<file path="src/rtl/stsc_pkg.sv">
// Shared constants and types for the slot table with circular search.
package stsc_pkg;

    // Default table geometry
    localparam int DEF_SLOTS       = 32;
    localparam int DEF_HANDLE_BITS = 16;

    // Port field widths
    localparam int FUNC_W   = 3;
    localparam int IDX_W    = 5;
    localparam int EH_W     = 16;
    localparam int STATUS_W = 3;

    // Operation codes
    localparam logic [FUNC_W-1:0] F_INS_FREE = 3'd0;
    localparam logic [FUNC_W-1:0] F_INS_AT   = 3'd1;
    localparam logic [FUNC_W-1:0] F_REMOVE   = 3'd2;
    localparam logic [FUNC_W-1:0] F_READ     = 3'd3;
    localparam logic [FUNC_W-1:0] F_NEXT     = 3'd4;
    localparam logic [FUNC_W-1:0] F_PREV     = 3'd5;

    // Result status codes
    localparam logic [STATUS_W-1:0] ST_OK       = 3'd0;
    localparam logic [STATUS_W-1:0] ST_FULL     = 3'd1;
    localparam logic [STATUS_W-1:0] ST_OCCUPIED = 3'd2;
    localparam logic [STATUS_W-1:0] ST_EMPTY    = 3'd3;
    localparam logic [STATUS_W-1:0] ST_NOTFOUND = 3'd4;

    // Sequencer to scan unit controls
    typedef struct packed {
        logic load;   // take the start position
        logic step;   // advance one slot
        logic down;   // step toward lower slots
        logic want;   // occupancy value being searched for
    } scan_ctrl_t;

endpackage

</file>
<file path="src/rtl/stsc_handle_ram.sv">
// Handle store: one write port, one registered read port.
module stsc_handle_ram #(
    parameter int DEPTH = stsc_pkg::DEF_SLOTS,
    parameter int WIDTH = stsc_pkg::DEF_HANDLE_BITS
) (
    input  logic                     clk,
    input  logic                     wr_en,
    input  logic [$clog2(DEPTH)-1:0] wr_addr,
    input  logic [WIDTH-1:0]         wr_data,
    input  logic                     rd_en,
    input  logic [$clog2(DEPTH)-1:0] rd_addr,
    output logic [WIDTH-1:0]         rd_data
);
    import stsc_pkg::*;

    logic [WIDTH-1:0] mem [DEPTH];
    logic [WIDTH-1:0] rd_data_reg;

    always_ff @(posedge clk)
    begin
        if (wr_en)
        begin
            mem[wr_addr] <= wr_data;
        end
        if (rd_en)
        begin
            rd_data_reg <= mem[rd_addr];
        end
    end

    assign rd_data = rd_data_reg;

endmodule

</file>
<file path="src/rtl/stsc_scan_unit.sv">
// Circular scan unit: a wrapping slot pointer and one occupancy compare.
module stsc_scan_unit #(
    parameter int SLOTS = stsc_pkg::DEF_SLOTS
) (
    input  logic                     clk,
    input  logic                     rst_n,
    input  stsc_pkg::scan_ctrl_t     ctrl,
    input  logic [$clog2(SLOTS)-1:0] start,
    input  logic [SLOTS-1:0]         occ,
    output logic [$clog2(SLOTS)-1:0] pos,
    output logic                     hit
);
    import stsc_pkg::*;

    localparam int               IW   = $clog2(SLOTS);
    localparam logic [IW-1:0]    LAST = IW'(SLOTS - 1);

    logic [IW-1:0] pos_reg;
    logic [IW-1:0] pos_next;

    always_comb
    begin
        pos_next = pos_reg;
        if (ctrl.load)
        begin
            pos_next = start;
        end
        else if (ctrl.step)
        begin
            if (ctrl.down)
            begin
                pos_next = (pos_reg == '0) ? LAST : pos_reg - IW'(1);
            end
            else
            begin
                pos_next = (pos_reg == LAST) ? '0 : pos_reg + IW'(1);
            end
        end
    end

    always_ff @(posedge clk or negedge rst_n)
    begin
        if (!rst_n)
        begin
            pos_reg <= '0;
        end
        else
        begin
            pos_reg <= pos_next;
        end
    end

    assign pos = pos_reg;
    assign hit = (occ[pos_reg] == ctrl.want);

endmodule

</file>
<file path="src/rtl/slot_table_with_circular_search.sv">
// Flow: read, remove, insert at slot, a full-table insert and a search of an empty table
// go from decode straight to finish; other inserts and searches pass through the scan
// state, where the pointer steps at most SLOTS - 1 slots, one slot per cycle.
// Throughput: one operation at a time; the next input transfer is taken the cycle after the
// result enters the output register, which waits while the output is stalled.
// Reset clears occupancy map and count at once; handles are not cleared, only read if occupied.
module slot_table_with_circular_search #(
    parameter int SLOTS       = stsc_pkg::DEF_SLOTS,
    parameter int HANDLE_BITS = stsc_pkg::DEF_HANDLE_BITS
) (
    input  logic                          clk,
    input  logic                          rst_n,
    input  logic                          in_valid,
    output logic                          in_stall,
    input  logic [stsc_pkg::FUNC_W-1:0]   func,
    input  logic [stsc_pkg::IDX_W-1:0]    slot_index,
    input  logic [stsc_pkg::EH_W-1:0]     entry_handle,
    output logic                          out_valid,
    input  logic                          out_stall,
    output logic [stsc_pkg::STATUS_W-1:0] status,
    output logic [stsc_pkg::IDX_W-1:0]    found_index,
    output logic [stsc_pkg::EH_W-1:0]     found_handle,
    output logic                          slot_occupied,
    output logic                          has_space,
    output logic                          all_empty
);
    import stsc_pkg::*;

    localparam int            IW   = $clog2(SLOTS);
    localparam int            CW   = $clog2(SLOTS + 1);
    localparam logic [IW-1:0] LAST = IW'(SLOTS - 1);
    localparam logic [CW-1:0] FULL = CW'(SLOTS);

    typedef enum logic [1:0] {
        S_IDLE,
        S_DECIDE,
        S_SCAN,
        S_FINISH
    } state_t;

    state_t                 state_reg;
    logic [FUNC_W-1:0]      func_reg;
    logic [IDX_W-1:0]       idx_reg;
    logic                   in_range_reg;
    logic [HANDLE_BITS-1:0] hnd_reg;
    logic [SLOTS-1:0]       occ_reg;
    logic [CW-1:0]          count_reg;

    // pending result
    logic [STATUS_W-1:0]    res_status_reg;
    logic [IDX_W-1:0]       res_idx_reg;
    logic [EH_W-1:0]        res_handle_reg;
    logic                   res_occ_reg;
    logic                   use_rd_reg;

    // output register
    logic                   out_valid_reg;
    logic [STATUS_W-1:0]    status_reg;
    logic [IDX_W-1:0]       found_index_reg;
    logic [EH_W-1:0]        found_handle_reg;
    logic                   slot_occupied_reg;
    logic                   has_space_reg;
    logic                   all_empty_reg;

    logic [IW-1:0]          idx_i;
    logic                   occ_at_idx;
    logic                   in_range;
    scan_ctrl_t             scan_ctrl;
    logic [IW-1:0]          scan_start;
    logic [IW-1:0]          scan_pos;
    logic                   scan_hit;
    logic                   ram_wr_en;
    logic [IW-1:0]          ram_wr_addr;
    logic                   ram_rd_en;
    logic [IW-1:0]          ram_rd_addr;
    logic [HANDLE_BITS-1:0] ram_rd_data;

    assign in_range   = (32'(slot_index) < SLOTS);
    assign idx_i      = IW'(idx_reg);
    assign occ_at_idx = in_range_reg & occ_reg[idx_i];

    always_comb
    begin
        scan_ctrl.load = 1'b0;
        scan_ctrl.step = 1'b0;
        scan_ctrl.down = (func_reg == F_PREV);
        scan_ctrl.want = (func_reg != F_INS_FREE);
        ram_wr_en      = 1'b0;
        ram_wr_addr    = idx_i;
        ram_rd_en      = 1'b0;
        ram_rd_addr    = idx_i;

        // out-of-range start: next begins at slot 0, previous at the last slot
        if (func_reg == F_PREV)
        begin
            if (!in_range_reg)
            begin
                scan_start = LAST;
            end
            else
            begin
                scan_start = (idx_i == '0) ? LAST : idx_i - IW'(1);
            end
        end
        else if (func_reg == F_NEXT)
        begin
            if (!in_range_reg)
            begin
                scan_start = '0;
            end
            else
            begin
                scan_start = (idx_i == LAST) ? '0 : idx_i + IW'(1);
            end
        end
        else
        begin
            scan_start = '0;
        end

        unique case (state_reg)
            S_DECIDE:
            begin
                unique case (func_reg) inside
                    F_INS_FREE:
                    begin
                        scan_ctrl.load = (count_reg != FULL);
                    end
                    F_INS_AT:
                    begin
                        ram_wr_en = in_range_reg & ~occ_reg[idx_i];
                        ram_rd_en = occ_at_idx;
                    end
                    F_REMOVE, F_READ:
                    begin
                        ram_rd_en = occ_at_idx;
                    end
                    F_NEXT, F_PREV:
                    begin
                        scan_ctrl.load = (count_reg != '0);
                    end
                    default:
                    begin
                    end
                endcase
            end
            S_SCAN:
            begin
                ram_wr_addr = scan_pos;
                ram_rd_addr = scan_pos;
                if (scan_hit)
                begin
                    ram_wr_en = (func_reg == F_INS_FREE);
                    ram_rd_en = (func_reg != F_INS_FREE);
                end
                else
                begin
                    scan_ctrl.step = 1'b1;
                end
            end
            S_IDLE, S_FINISH:
            begin
            end
            default:
            begin
            end
        endcase
    end

    stsc_scan_unit #(
        .SLOTS (SLOTS)
    ) u_scan (
        .clk   (clk),
        .rst_n (rst_n),
        .ctrl  (scan_ctrl),
        .start (scan_start),
        .occ   (occ_reg),
        .pos   (scan_pos),
        .hit   (scan_hit)
    );

    stsc_handle_ram #(
        .DEPTH (SLOTS),
        .WIDTH (HANDLE_BITS)
    ) u_ram (
        .clk     (clk),
        .wr_en   (ram_wr_en),
        .wr_addr (ram_wr_addr),
        .wr_data (hnd_reg),
        .rd_en   (ram_rd_en),
        .rd_addr (ram_rd_addr),
        .rd_data (ram_rd_data)
    );

    always_ff @(posedge clk or negedge rst_n)
    begin
        if (!rst_n)
        begin
            state_reg         <= S_IDLE;
            func_reg          <= '0;
            idx_reg           <= '0;
            in_range_reg      <= 1'b0;
            hnd_reg           <= '0;
            occ_reg           <= '0;
            count_reg         <= '0;
            res_status_reg    <= '0;
            res_idx_reg       <= '0;
            res_handle_reg    <= '0;
            res_occ_reg       <= 1'b0;
            use_rd_reg        <= 1'b0;
            out_valid_reg     <= 1'b0;
            status_reg        <= '0;
            found_index_reg   <= '0;
            found_handle_reg  <= '0;
            slot_occupied_reg <= 1'b0;
            has_space_reg     <= 1'b0;
            all_empty_reg     <= 1'b0;
        end
        else
        begin
            if (state_reg == S_FINISH && (!out_valid_reg || !out_stall))
            begin
                out_valid_reg <= 1'b1;
            end
            else if (out_valid_reg && !out_stall)
            begin
                out_valid_reg <= 1'b0;
            end

            unique case (state_reg)
                S_IDLE:
                begin
                    if (in_valid)
                    begin
                        func_reg     <= func;
                        idx_reg      <= slot_index;
                        in_range_reg <= in_range;
                        hnd_reg      <= HANDLE_BITS'(entry_handle);
                        state_reg    <= S_DECIDE;
                    end
                end
                S_DECIDE:
                begin
                    res_idx_reg    <= idx_reg;
                    res_handle_reg <= '0;
                    res_occ_reg    <= 1'b0;
                    use_rd_reg     <= 1'b0;
                    res_status_reg <= ST_NOTFOUND;
                    state_reg      <= S_FINISH;
                    unique case (func_reg) inside
                        F_INS_FREE:
                        begin
                            if (count_reg == FULL)
                            begin
                                res_status_reg <= ST_FULL;
                                res_idx_reg    <= '0;
                            end
                            else
                            begin
                                state_reg <= S_SCAN;
                            end
                        end
                        F_INS_AT:
                        begin
                            res_status_reg <= ST_OCCUPIED;
                            if (in_range_reg && !occ_reg[idx_i])
                            begin
                                occ_reg[idx_i] <= 1'b1;
                                count_reg      <= count_reg + CW'(1);
                                res_status_reg <= ST_OK;
                                res_handle_reg <= EH_W'(hnd_reg);
                                res_occ_reg    <= 1'b1;
                            end
                            else if (occ_at_idx)
                            begin
                                use_rd_reg  <= 1'b1;
                                res_occ_reg <= 1'b1;
                            end
                        end
                        F_REMOVE:
                        begin
                            if (occ_at_idx)
                            begin
                                occ_reg[idx_i] <= 1'b0;
                                count_reg      <= count_reg - CW'(1);
                                use_rd_reg     <= 1'b1;
                                res_status_reg <= ST_OK;
                            end
                            else
                            begin
                                res_status_reg <= ST_EMPTY;
                            end
                        end
                        F_READ:
                        begin
                            res_status_reg <= in_range_reg ? ST_OK : ST_EMPTY;
                            if (occ_at_idx)
                            begin
                                use_rd_reg  <= 1'b1;
                                res_occ_reg <= 1'b1;
                            end
                        end
                        F_NEXT, F_PREV:
                        begin
                            res_idx_reg <= '0;
                            if (count_reg != '0)
                            begin
                                state_reg <= S_SCAN;
                            end
                        end
                        default:
                        begin
                            res_idx_reg <= '0;
                        end
                    endcase
                end
                S_SCAN:
                begin
                    if (scan_hit)
                    begin
                        res_status_reg <= ST_OK;
                        res_idx_reg    <= IDX_W'(scan_pos);
                        res_occ_reg    <= 1'b1;
                        if (func_reg == F_INS_FREE)
                        begin
                            occ_reg[scan_pos] <= 1'b1;
                            count_reg         <= count_reg + CW'(1);
                            res_handle_reg    <= EH_W'(hnd_reg);
                        end
                        else
                        begin
                            use_rd_reg <= 1'b1;
                        end
                        state_reg <= S_FINISH;
                    end
                end
                S_FINISH:
                begin
                    if (!out_valid_reg || !out_stall)
                    begin
                        status_reg        <= res_status_reg;
                        found_index_reg   <= res_idx_reg;
                        found_handle_reg  <= use_rd_reg ? EH_W'(ram_rd_data) : res_handle_reg;
                        slot_occupied_reg <= res_occ_reg;
                        has_space_reg     <= (count_reg != FULL);
                        all_empty_reg     <= (count_reg == '0);
                        state_reg         <= S_IDLE;
                    end
                end
                default:
                begin
                    state_reg <= S_IDLE;
                end
            endcase
        end
    end

    assign in_stall      = (state_reg != S_IDLE);
    assign out_valid     = out_valid_reg;
    assign status        = status_reg;
    assign found_index   = found_index_reg;
    assign found_handle  = found_handle_reg;
    assign slot_occupied = slot_occupied_reg;
    assign has_space     = has_space_reg;
    assign all_empty     = all_empty_reg;

    // occupancy count tracks the map
    a_count_matches: assert property (@(posedge clk) disable iff (!rst_n)
        count_reg == CW'($countones(occ_reg)))
        else $error("occupancy count out of step with map");

    // a handle is only written into a free slot
    a_write_free_slot: assert property (@(posedge clk) disable iff (!rst_n)
        ram_wr_en |-> !occ_reg[ram_wr_addr])
        else $error("handle write to occupied slot");

    // a search scan never runs on an empty table
    a_search_nonempty: assert property (@(posedge clk) disable iff (!rst_n)
        (state_reg == S_SCAN && func_reg != F_INS_FREE) |-> count_reg != '0)
        else $error("search scan on empty table");

    // a free-slot scan never runs on a full table
    a_insert_notfull: assert property (@(posedge clk) disable iff (!rst_n)
        (state_reg == S_SCAN && func_reg == F_INS_FREE) |-> count_reg != FULL)
        else $error("free-slot scan on full table");

    // an input transfer starts decoding next cycle
    a_accept_decode: assert property (@(posedge clk) disable iff (!rst_n)
        (in_valid && !in_stall) |=> state_reg == S_DECIDE)
        else $error("input transfer not decoded");

endmodule
</file>
<file path="config.mk">
export PLATFORM = sky130hd
export DESIGN_NAME = slot_table_with_circular_search
export DESIGN_NICKNAME = d
export VERILOG_FILES = /design/src/rtl/stsc_pkg.sv /design/src/rtl/stsc_handle_ram.sv /design/src/rtl/stsc_scan_unit.sv /design/src/rtl/slot_table_with_circular_search.sv
export SDC_FILE = /design/constraint.sdc
export NUM_CORES = 1
export LEC_CHECK = 0
export BUFFER_PORTS_ARGS = -buffer_cell sky130_fd_sc_hd__buf_2
export CAP_MARGIN = 20
export CORE_MARGIN = 3
export CORE_UTILIZATION = 39
export CTS_BUF_LIST = sky130_fd_sc_hd__clkbuf_8
export DETAILED_ROUTE_END_ITERATION = 16
export PLACE_DENSITY = 0.52
export SKIP_LAST_GASP = 1
export SLEW_MARGIN = 0
export SYNTH_ARGS = -nofsm -noshare
export SYNTH_HDL_FRONTEND = slang
export SYNTH_SLANG_ARGS = --single-unit
</file>
<file path="constraint.sdc">
create_clock -name clk -period 4 [get_ports clk]
set_input_delay 0.2 -clock clk [delete_from_list [all_inputs] [get_ports clk]]
set_output_delay 0.2 -clock clk [all_outputs]
set_load 0.005 [all_outputs]
</file>
# Word level (Yosys, flattened, before mapping)

Memory sizes are Yosys's and may differ from the RTL's. A register that Yosys moved wholly into a read port is not among the register bits.
Cells that the tools add are included.

Mux-type cells: 80
Add/subtract/negate cells: 6
Reductions and logical operators: 30
Equality and inequality tests: 21
$lt $le $gt $ge: 4
Bitwise logic cells: 7

Operators by type and width:

| kind                                                                         | count |
|---|---|
| 32-bit 2-to-1 mux                                                            | 4 |
| 32-bit one-hot mux with 2 select lines                                       | 2 |
| 16-bit 2-to-1 mux                                                            | 5 |
| 5-bit 2-to-1 mux                                                             | 14 |
| 32-bit OR                                                                    | 2 |
| 32-bit AND                                                                   | 1 |
| 32-bit NOT                                                                   | 1 |
| 16-bit one-hot mux with 2 select lines                                       | 1 |
| 6-bit 2-to-1 mux                                                             | 4 |
| 6-bit one-hot mux with 2 select lines                                        | 2 |
| 1-bit 2-to-1 mux                                                             | 23 |
| 5-bit one-hot mux with 2 select lines                                        | 2 |
| 1-bit one-hot mux with 2 select lines                                        | 8 |
| 5-bit by 6-bit less-than comparator with 1-bit output, second input constant | 2 |
| 2-bit 2-to-1 mux                                                             | 6 |
| 3-bit one-hot mux with 4 select lines                                        | 1 |
| 5-bit by 1-bit adder with 5-bit output, second input constant                | 2 |
| 1-bit binary-select mux with 5-bit select                                    | 2 |
| 1-bit demux with 5-bit select                                                | 2 |
| 5-bit equality test, second input constant                                   | 2 |
| 5-bit by 1-bit >= comparator with 1-bit output, second input constant        | 2 |
| 5-bit zero test                                                              | 2 |
| 5-bit by 1-bit subtractor with 5-bit output, second input constant           | 2 |
| 3-bit inequality test, second input constant                                 | 3 |
| 31 further kinds                                                             | 53 |

Output and inout bits: 29
Bits of input ports: 28
Flip-flop bits (word level): 124
Memories kept: 1
RAM bits: 512

Memory list:

| name      | depth | bits a word | rd ports | clocked after Yosys merged registers in | wr ports | RTL line              | source |
|---|---|---|---|---|---|---|---|
| u_ram.mem | 32    | 16          | 1        | 1                                       | 1        | stsc_handle_ram.sv:16 | `logic [WIDTH-1:0] mem [DEPTH];` |

# Depth between registers and ports, before layout

Gate-level depths: netlist of run 1.

Word-level depth: 9
Depth in mapped cells: 12

# Hierarchy

A second synthesis of run 1 with hierarchy kept.

Cell total of the unflattened synthesis: 1872
Area total of the unflattened synthesis: 27719.1 µm²

By module, submodules not included:

| module                          | cells each | area an instance (µm²) | instances | sequential area each (µm²) |
|---|---|---|---|---|
| stsc_handle_ram                 | 1143       | 20694.8                | 1         | 15855.2 |
| slot_table_with_circular_search | 634        | 6277.3                 | 1         | 2977.9 |
| stsc_scan_unit                  | 95         | 747.0                  | 1         | 125.1 |

# Worst setup path after synthesis of run 1

OpenSTA, ideal clock, no wires.

Path type: flip-flop to flip-flop
From: register u_scan.pos_reg[0] (netlist: u_scan.pos[0])
To: memory u_ram.mem[0][0] (netlist name) (enable)
Required time: 3.591 ns
Slack: -0.055 ns
Stages on the path, launching flop included: 10
Path buffers: 2
Arrival: 3.646 ns
Clock period less this slack: 4.055 ns
Setup time: 0.409 ns
Path through: dfrtp_1 > buf_4 > clkbuf_1 > mux4_2 > a22o_1 > nor4_1 > ha_1 > nand2_1 > a21boi_2 > nor3_1

Word-level cells in the longest chain between the ends: 7

Ends and longest elaborated chain:

| element                                   | RTL line                               | source |
|---|---|---|
| from (decl)                               | stsc_scan_unit.sv:18                   | `logic [IW-1:0] pos_reg;` |
| from (signal assigned)                    | stsc_scan_unit.sv:49                   | `pos_reg <= pos_next;` |
| 1-bit binary-select mux with 5-bit select | stsc_scan_unit.sv:54                   | `assign hit = (occ[pos_reg] == ctrl.want);` |
| 1-bit 2-to-1 mux (not written as such)    | stsc_scan_unit.sv:54                   |  |
| 1-bit equality test                       | stsc_scan_unit.sv:54                   |  |
| 1-bit 2-to-1 mux                          | slot_table_with_circular_search.sv:151 | `if (scan_hit)` |
| 1-bit one-hot mux with 2 select lines     | slot_table_with_circular_search.sv:121 | `unique case (state_reg)` |
| 1-bit 2-to-1 mux                          | stsc_handle_ram.sv:21                  | `if (wr_en)` |
| 1-bit 2-to-1 mux (not written as such)    | stsc_handle_ram.sv:23                  | `mem[wr_addr] <= wr_data;` |
| to (decl)                                 | stsc_handle_ram.sv:16                  |  |

Parallel ways exist; a longest one is shown, timed or not. The select of a mux whose other input is x is not followed.

# Worst setup path in the final report of run 1

From: register u_scan.pos_reg[0] (netlist: u_scan.pos[0])
To: memory u_ram.mem[30][12] (netlist name) (enable)

Same word-level chain as after synthesis.

==> impl_metrics.py, run 1 <==
metrics = {
    "outcome": {
        "status": "complete, no violations",
    },
    "placement": {
        "dpl_cell_area_um2": 29300,
        "place_inst": 2566,
        "dp_hpwl_um": 44500,
        "gp_congestion": 0.868,
        "io_buffers": 56,
    },
    "worst_hold_path": {
        "hold_path_class": "input pin to asynchronous set/reset pin",
    },
    "clocking": {
        "cts_max_level": 3,
        "numCtsBuffers": 108,
        "hold_buffers": 27,
        "clk-insertion-delay-late_ns": 0.72,
        "cts.repair.resized": 0,
        "cts_sinks": 652,
        "cts_root_buffer": "clkbuf_8",
        "cts_max_path_buffers": 3,
        "post_cts_buffers": 0,
        "clkTransAtPathRegs_ns": 0.06,
        "cts_tree": "yes",
    },
    "worst_setup_path": {
        "crit_type": "flip-flop to flip-flop",
        "end_kind": "flip-flop",
        "path_max_fanout": 13,
        "start_kind": "flip-flop",
        "worstPathRequired_ns": 4.39,
        "arrival_ns": 4.04,
    },
    "global_route": {
        "grt_util_all_layers_pct": 19.4,
        "grt_start_max_net_pins": 96,
        "grt_pass1_vias": 15865,
        "antenna_found_initial": 2,
        "grt_first_pass_wirelength_um": 106000,
        "overflow": 0,
    },
    "timing": {
        "min_period_ns": 3.66,
        "fin_setup_tns_ns": 0,
        "fmax_ghz": 0.273,
        "worst_pin_slew_ns": 1.05,
        "period_share_pct": 91.4,
        "drv_slew": 0,
        "finalSetupViolCount": 0,
        "slew_headroom_pct": 29.8,
        "rsz0062_at_grt": "no",
        "skew_ns": 0.0440,
        "hold_violations": 0,
    },
    "synth": {
        "synthCells": 1579,
        "syn-num-nets": 1628,
        "syn_area_um2": 27100,
        "yosysWarningCount": 0,
        "ys.flop_type": "edfxtp_1",
        "synthDominantCellAreaShare_pct": 58.6,
        "seq_area_frac_synth_pct": 70.1,
        "synthTopCellsByArea": "edfxtp_1 (59%), dfrtp_1 (11%), mux4_2 (11%), mux2_2 (1.5%), mux2i_1 (1.5%)",
        "postSynth.asyncResetShare_pct": 19.0,
        "synth-edff-count": 528,
        "synth_cell_type_count": 61,
        "yosys_register_bits": 652,
        "yosys.area.top_type": "edfxtp_1",
        "syn_avg_cell_area_um2": 17.1,
    },
    "route": {
        "drc": 0,
        "num_vias": 15598,
        "drt-total-wl_um": 70600,
        "detail_route.wl_per_cell_um": 25.2,
        "initialDrtViolationCount": 1664,
        "dr.pass1.iters": 5,
        "vias_per_cell": 5.57,
        "ant_nets": 0,
    },
    "floorplanning": {
        "io_pins": 57,
        "start_util_pct": 39.8,
        "die_h_um": 269,
        "row_count": 95,
        "die-area_um2": 72600,
        "die_w_um": 269,
        "fp.coreArea_um2": 68000,
    },
    "pwr": {
        "post-layout-total-power_w": 0.0257,
        "power_density_nw_per_um2": 810,
        "leakagePower_nw": 11.2,
        "ir_drop_mv": 0.517,
    },
    "final_layout": {
        "largest-register": "u_ram.mem",
        "layout.nets": 1835,
        "fin_cells": 2802,
        "final_common_cell": "edfxtp_1",
        "fin_area_um2": 31700,
        "final_layout_size_suffix_gt1_share_pct": 27.5,
        "largest_reg_flops": 512,
        "synthToLayoutAreaGrowth_pct": 17.2,
        "final_cell_mix": "edfxtp_1 (528), mux4_2 (136), dfrtp_1 (124)",
    },
    "job": {
        "cap_viol_max_count": 0,
    },
}
-- Yosys cell counts, types with 16 or more instances --
| cell type | number |
|---|---|
| a22o_1 | 35 |
| a21oi_1 | 77 |
| nor2_1 | 73 |
| inv_1 | 21 |
| a31oi_1 | 60 |
| mux2_2 | 36 |
| a22oi_1 | 38 |
| buf_1 | 16 |
| edfxtp_1 | 528 |
| buf_2 | 16 |
| mux4_2 | 136 |
| nor3_1 | 26 |
| nand2_1 | 105 |
| mux2i_1 | 40 |
| a32o_1 | 16 |
| clkbuf_1 | 41 |
| ha_1 | 21 |
| dfrtp_1 | 124 |
-- cell type report --
cell class	instances	area (µm²)
flip-flops and latches	652	19000
diodes	2	5.00
multi-input cells	807	7550
clock inverters	87	479
well taps	921	1150
inverters	22	82.6
repair buffers	195	1890
clock buffers	116	1600
fillers	5910	36300
-- final timing paths --
check / start / end / slack, ns / depth (start not counted)
setup / recovery: u_scan.pos[0] / u_ram.mem[30][12] / 0.34 / 11
hold / removal: rst_n / count_reg[2] / 0.18 / 2
setup reg to reg: u_scan.pos[0] / u_ram.mem[30][12] / 0.34 / 11
hold reg to reg: count_reg[5] / count_reg[5] / 0.49 / 1
max in group asynchronous: rst_n / found_handle[11] / 2.81 / 3
min in group clk: entry_handle[5] / hnd_reg[5] / 0.25 / 3
-- report_power, final --
group / total, W / switching, W / leakage, nW / internal [W]
Sequential: 0.00958 / 0.000713 / 6.30 / 0.00887
Clock: 0.00558 / 0.00274 / 1.18 / 0.00284
Combinational: 0.0105 / 0.00625 / 3.75 / 0.00429
Total: 0.0257 / 0.00971 / 11.2 / 0.0160
-- kinds of logic after synthesis --
group                      after synthesis  share of synthesized area (%)
xor gates and xnor gates                 9                          0.291
DFF                                    652                           70.1
adders and majority gates               21                          0.971
and+or+nand+nor                        289                           4.98
AOI/OAI and AO/OA                      276                           7.07
buffers and inverters                  120                           2.31
muxes                                  212                           14.3
-- worst max-delay path, cell delays in order (launching register included) --
cell and delay [ns]:
dfrtp_1 0.66, buf_4 0.27, mux4_2 0.51, a22o_1 0.24, nor4_1 0.20, buf_4 0.17, ha_1 0.13, nand2_1 0.09
o41ai_4 0.10, nand4_2 0.38, nor2_1 0.37, buf_12 0.20
-- per-layer routing --
| layer | share of wire [%] | global-route usage, % | vias to the layer above |
|---|---|---|---|
| li1 | - | - | 6782 |
| met1 | 45 | 28.2 | 8171 |
| met2 | 47 | 30.0 | 548 |
| met3 | 6.2 | 3.70 | 97 |
| met4 | 1.9 | 5.42 | 0 |
| met5 | 0 | 0 | - |
-- metrics by stage --
stage	worst slack, ns	hold WS [ns]	util (%)
2_1_floorplan	-0.0552	-0.0956	-
3_3_place_gp	0.363	0.361	42.9
3_5_place_dp	0.351	0.373	43.0
4_1_cts	0.349	0.164	46.5
5_1_grt	0.121	0.227	46.6
6_report	0.343	0.184	46.6
Power figures use the tool's default switching activity.
==> run 2: changes to the inputs <==
Settings changed: PLACE_DENSITY 0.52 to 0.5, SYNTH_HIERARCHICAL set to 1.
Clock period 4 ns to 3.5 ns, I/O delays scaled along.
==> impl_metrics.py, run 2 <==
metrics = {
    "worst_setup_path": {
        "slowest_delay_ns": 0.51,
        "path_max_fanout": 16,
        "r2r-end": "u_ram/mem[28][12]",
        "cpMostUsedCell": "buf_12",
        "arrival_ns": 3.86,
        "cp_cell_sequence": "buf_12 > mux4_2 > a22oi_2 > nand3_2 > or4_4 > o21ai_2 > and2_4 > or3b_4 > buf_12 > nor2_4 > buf_12",
        "rrSetupSlack_ns": 0.06,
        "r2r_cells": 11,
        "critPathSlowestCell": "mux4_2",
        "worstPathRequired_ns": 3.92,
        "start_kind": "flip-flop",
        "crit_type": "flip-flop to flip-flop",
        "end_kind": "flip-flop",
        "r2r_start": "idx_i[0]",
    },
    "route": {
        "num_vias": 17047,
        "dr.pass1.iters": 6,
        "detail_route.wl_per_cell_um": 24.3,
        "vias_per_cell": 5.47,
        "initialDrtViolationCount": 1503,
        "drc": 0,
        "met3_length_um": 4460,
        "route.met2.wl_um": 36300,
        "wl_met1_um": 32600,
        "drt-total-wl_um": 75700,
        "ant_nets": 0,
        "maxUsedRoutingLayer": "met4",
    },
    "outcome": {
        "status": "complete, no violations",
    },
    "placement": {
        "place_inst": 2886,
        "dp_hpwl_um": 48000,
        "gp_congestion": 0.854,
        "io_buffers": 56,
        "dpl_cell_area_um2": 30200,
    },
    "synth": {
        "synth_most_common_cell": "edfxtp_1",
        "synthCells": 1872,
        "synth-edff-count": 528,
        "ys.flop_type": "edfxtp_1",
        "synthTopCellsByArea": "edfxtp_1 (57%), dfrtp_1 (11%), mux2i_1 (10%), a22oi_1 (2.1%), a22o_1 (1.5%)",
        "postSynth.asyncResetShare_pct": 19.0,
        "synthAdderAreaFrac_pct": 0.722,
        "synth_common_cells": "edfxtp_1 (528), mux2i_1 (290), dfrtp_1 (124)",
        "synth_cell_type_count": 61,
        "syn_area_um2": 27700,
        "synthSimpleGateAreaFrac_pct": 6.16,
        "yosys.area.top_type": "edfxtp_1",
        "syn-num-nets": 1916,
        "synth_top_family_by_area": "multiplexers",
        "synth_xor_area_share_pct": 0.316,
        "yosys_register_bits": 652,
        "syn_avg_cell_area_um2": 14.8,
        "seq_area_frac_synth_pct": 68.4,
        "synthDominantCellAreaShare_pct": 57.2,
        "yosysWarningCount": 6,
        "synthMuxAreaShare_pct": 12.6,
        "synth-compound-area-share_pct": 8.59,
    },
    "global_route": {
        "antenna_found_initial": 2,
        "grt_first_pass_wirelength_um": 111000,
        "overflow": 0,
        "grt_start_max_net_pins": 71,
        "grt_pass1_vias": 17255,
        "grt_util_all_layers_pct": 20.3,
    },
    "timing": {
        "period_share_pct": 98.4,
        "skew_ns": 0.0482,
        "worst_pin_slew_ns": 1.01,
        "fmax_ghz": 0.290,
        "min_period_ns": 3.44,
        "fin_setup_tns_ns": 0,
        "finalSetupViolCount": 0,
        "drv_slew": 0,
        "hold_violations": 0,
        "slew_headroom_pct": 32.9,
        "rsz0062_at_grt": "yes",
    },
    "clocking": {
        "clkTransAtPathRegs_ns": 0.06,
        "cts_tree": "yes",
        "cts_sinks": 652,
        "cts_root_buffer": "clkbuf_8",
        "cts_max_path_buffers": 3,
        "numCtsBuffers": 107,
        "clk-insertion-delay-late_ns": 0.71,
        "cts_max_level": 3,
    },
    "floorplanning": {
        "io_pins": 57,
        "row_count": 97,
        "die_w_um": 273,
        "start_util_pct": 39.4,
        "fp.coreArea_um2": 70300,
        "die-area_um2": 74300,
        "die_h_um": 273,
    },
    "final_layout": {
        "final_common_cell": "edfxtp_1",
        "largest-register": "u_ram/mem",
        "synthToLayoutAreaGrowth_pct": 17.7,
        "fin_cells": 3119,
        "largest_reg_flops": 512,
        "layout.nets": 2134,
        "final_cell_mix": "edfxtp_1 (528), mux2i_1 (290), clkbuf_8 (114)",
        "fin_area_um2": 32600,
        "final_layout_size_suffix_gt1_share_pct": 20.1,
    },
    "pwr": {
        "p_switching_w": 0.0129,
        "leakagePower_nw": 12.1,
        "ir_drop_mv": 0.532,
        "switching_share_pct": 41.0,
        "power_frac_clock_pct": 19.3,
        "p_seq_share_pct": 38.0,
        "internal-power_w": 0.0187,
        "power_density_nw_per_um2": 969,
        "p_comb_share_pct": 42.7,
        "post-layout-total-power_w": 0.0316,
    },
    "job": {
        "cap_viol_max_count": 0,
    },
    "worst_hold_path": {
        "hold_path_class": "input pin to asynchronous set/reset pin",
    },
}
[run 2: repair_timing]
item                                   4_1_cts  5_1_grt
setup endpoints to repair                  188      110
hold buffers                                27        0
gates cloned                                 2        0
pin swaps                                    5        4
endpoints found under the hold margin       82        0
setup buffers                                4        3
resized for setup                           11        4
[run 2: layer usage]
metal / vias up / track usage (%)
met2: 573 / 33.1
met1: 8636 / 27.2
met5: - / 0
met4: 0 / 7.78
met3: 138 / 3.55
li1: 7700 / -
[run 2: worst max-delay path by stage]
stage                             from                end  cells past startpoint
after floorplan           state_reg[0]   u_ram/mem[19][0]                      8
after global placement        idx_i[0]   u_ram/mem[20][6]                     11
after detailed placement      idx_i[0]    u_ram/mem[0][5]                     11
after CTS                     idx_i[0]    u_ram/mem[0][1]                     11
after global routing          idx_i[0]   u_ram/mem[0][13]                     11
final                         idx_i[0]  u_ram/mem[28][12]                     11
[run 2: area by class of cell]
type                       instances  area (µm²)
timing repair buffer             232        2380
inverter                          27         101
fill                            6189       37600
clock inverter                    82         412
antenna                            2        5.00
multi-input combinational       1070        8000
sequential                       652       19000
clock buffer                     114        1570
tap                              940        1180
[run 2: cells by family (layout without fill, tap and decap cells)]
kind of cell,count (synthesis),count (layout)
AND/OR/NAND/NOR,355,355
buffers and inverters,150,455
multiplexers,334,334
flip-flops,652,652
adder cells (fa/ha/maj),16,16
other,0,2
AO/OA/AOI/OAI,355,355
XOR/XNOR,10,10
[run 2: power by group through the flow]
stage | sequential [W] | combinational (W) | clock [W]
after floorplan | 0.0112 | 0.00867 | 0
after global placement | 0.0122 | 0.0132 | 0
after detailed placement | 0.0122 | 0.0133 | 0
after CTS | 0.0121 | 0.0134 | 0.00633
after global routing | 0.0122 | 0.0144 | 0.00670
final | 0.0120 | 0.0135 | 0.00610
[run 2: stage by stage]
| stage | hold slack, ns | setup WS [ns] | util, % |
|---|---|---|---|
| 2_1_floorplan | -0.121 | -0.125 | - |
| 3_5_place_dp | 0.279 | -0.114 | 43.0 |
| 3_3_place_gp | 0.282 | -0.0598 | 43.0 |
| 5_1_grt | 0.0709 | -0.00979 | 46.4 |
| 6_report | 0.0611 | 0.0571 | 46.4 |
| 4_1_cts | 0.0221 | -0.0136 | 46.4 |
[run 2: worst max-delay path, delay by kind of cell (launching register included)]
kind,cells,cell delay [ns]
compound gates,2,0.39
mux,1,0.51
buf+inv,3,0.49
flops,1,0.41
simple gates,5,1.32
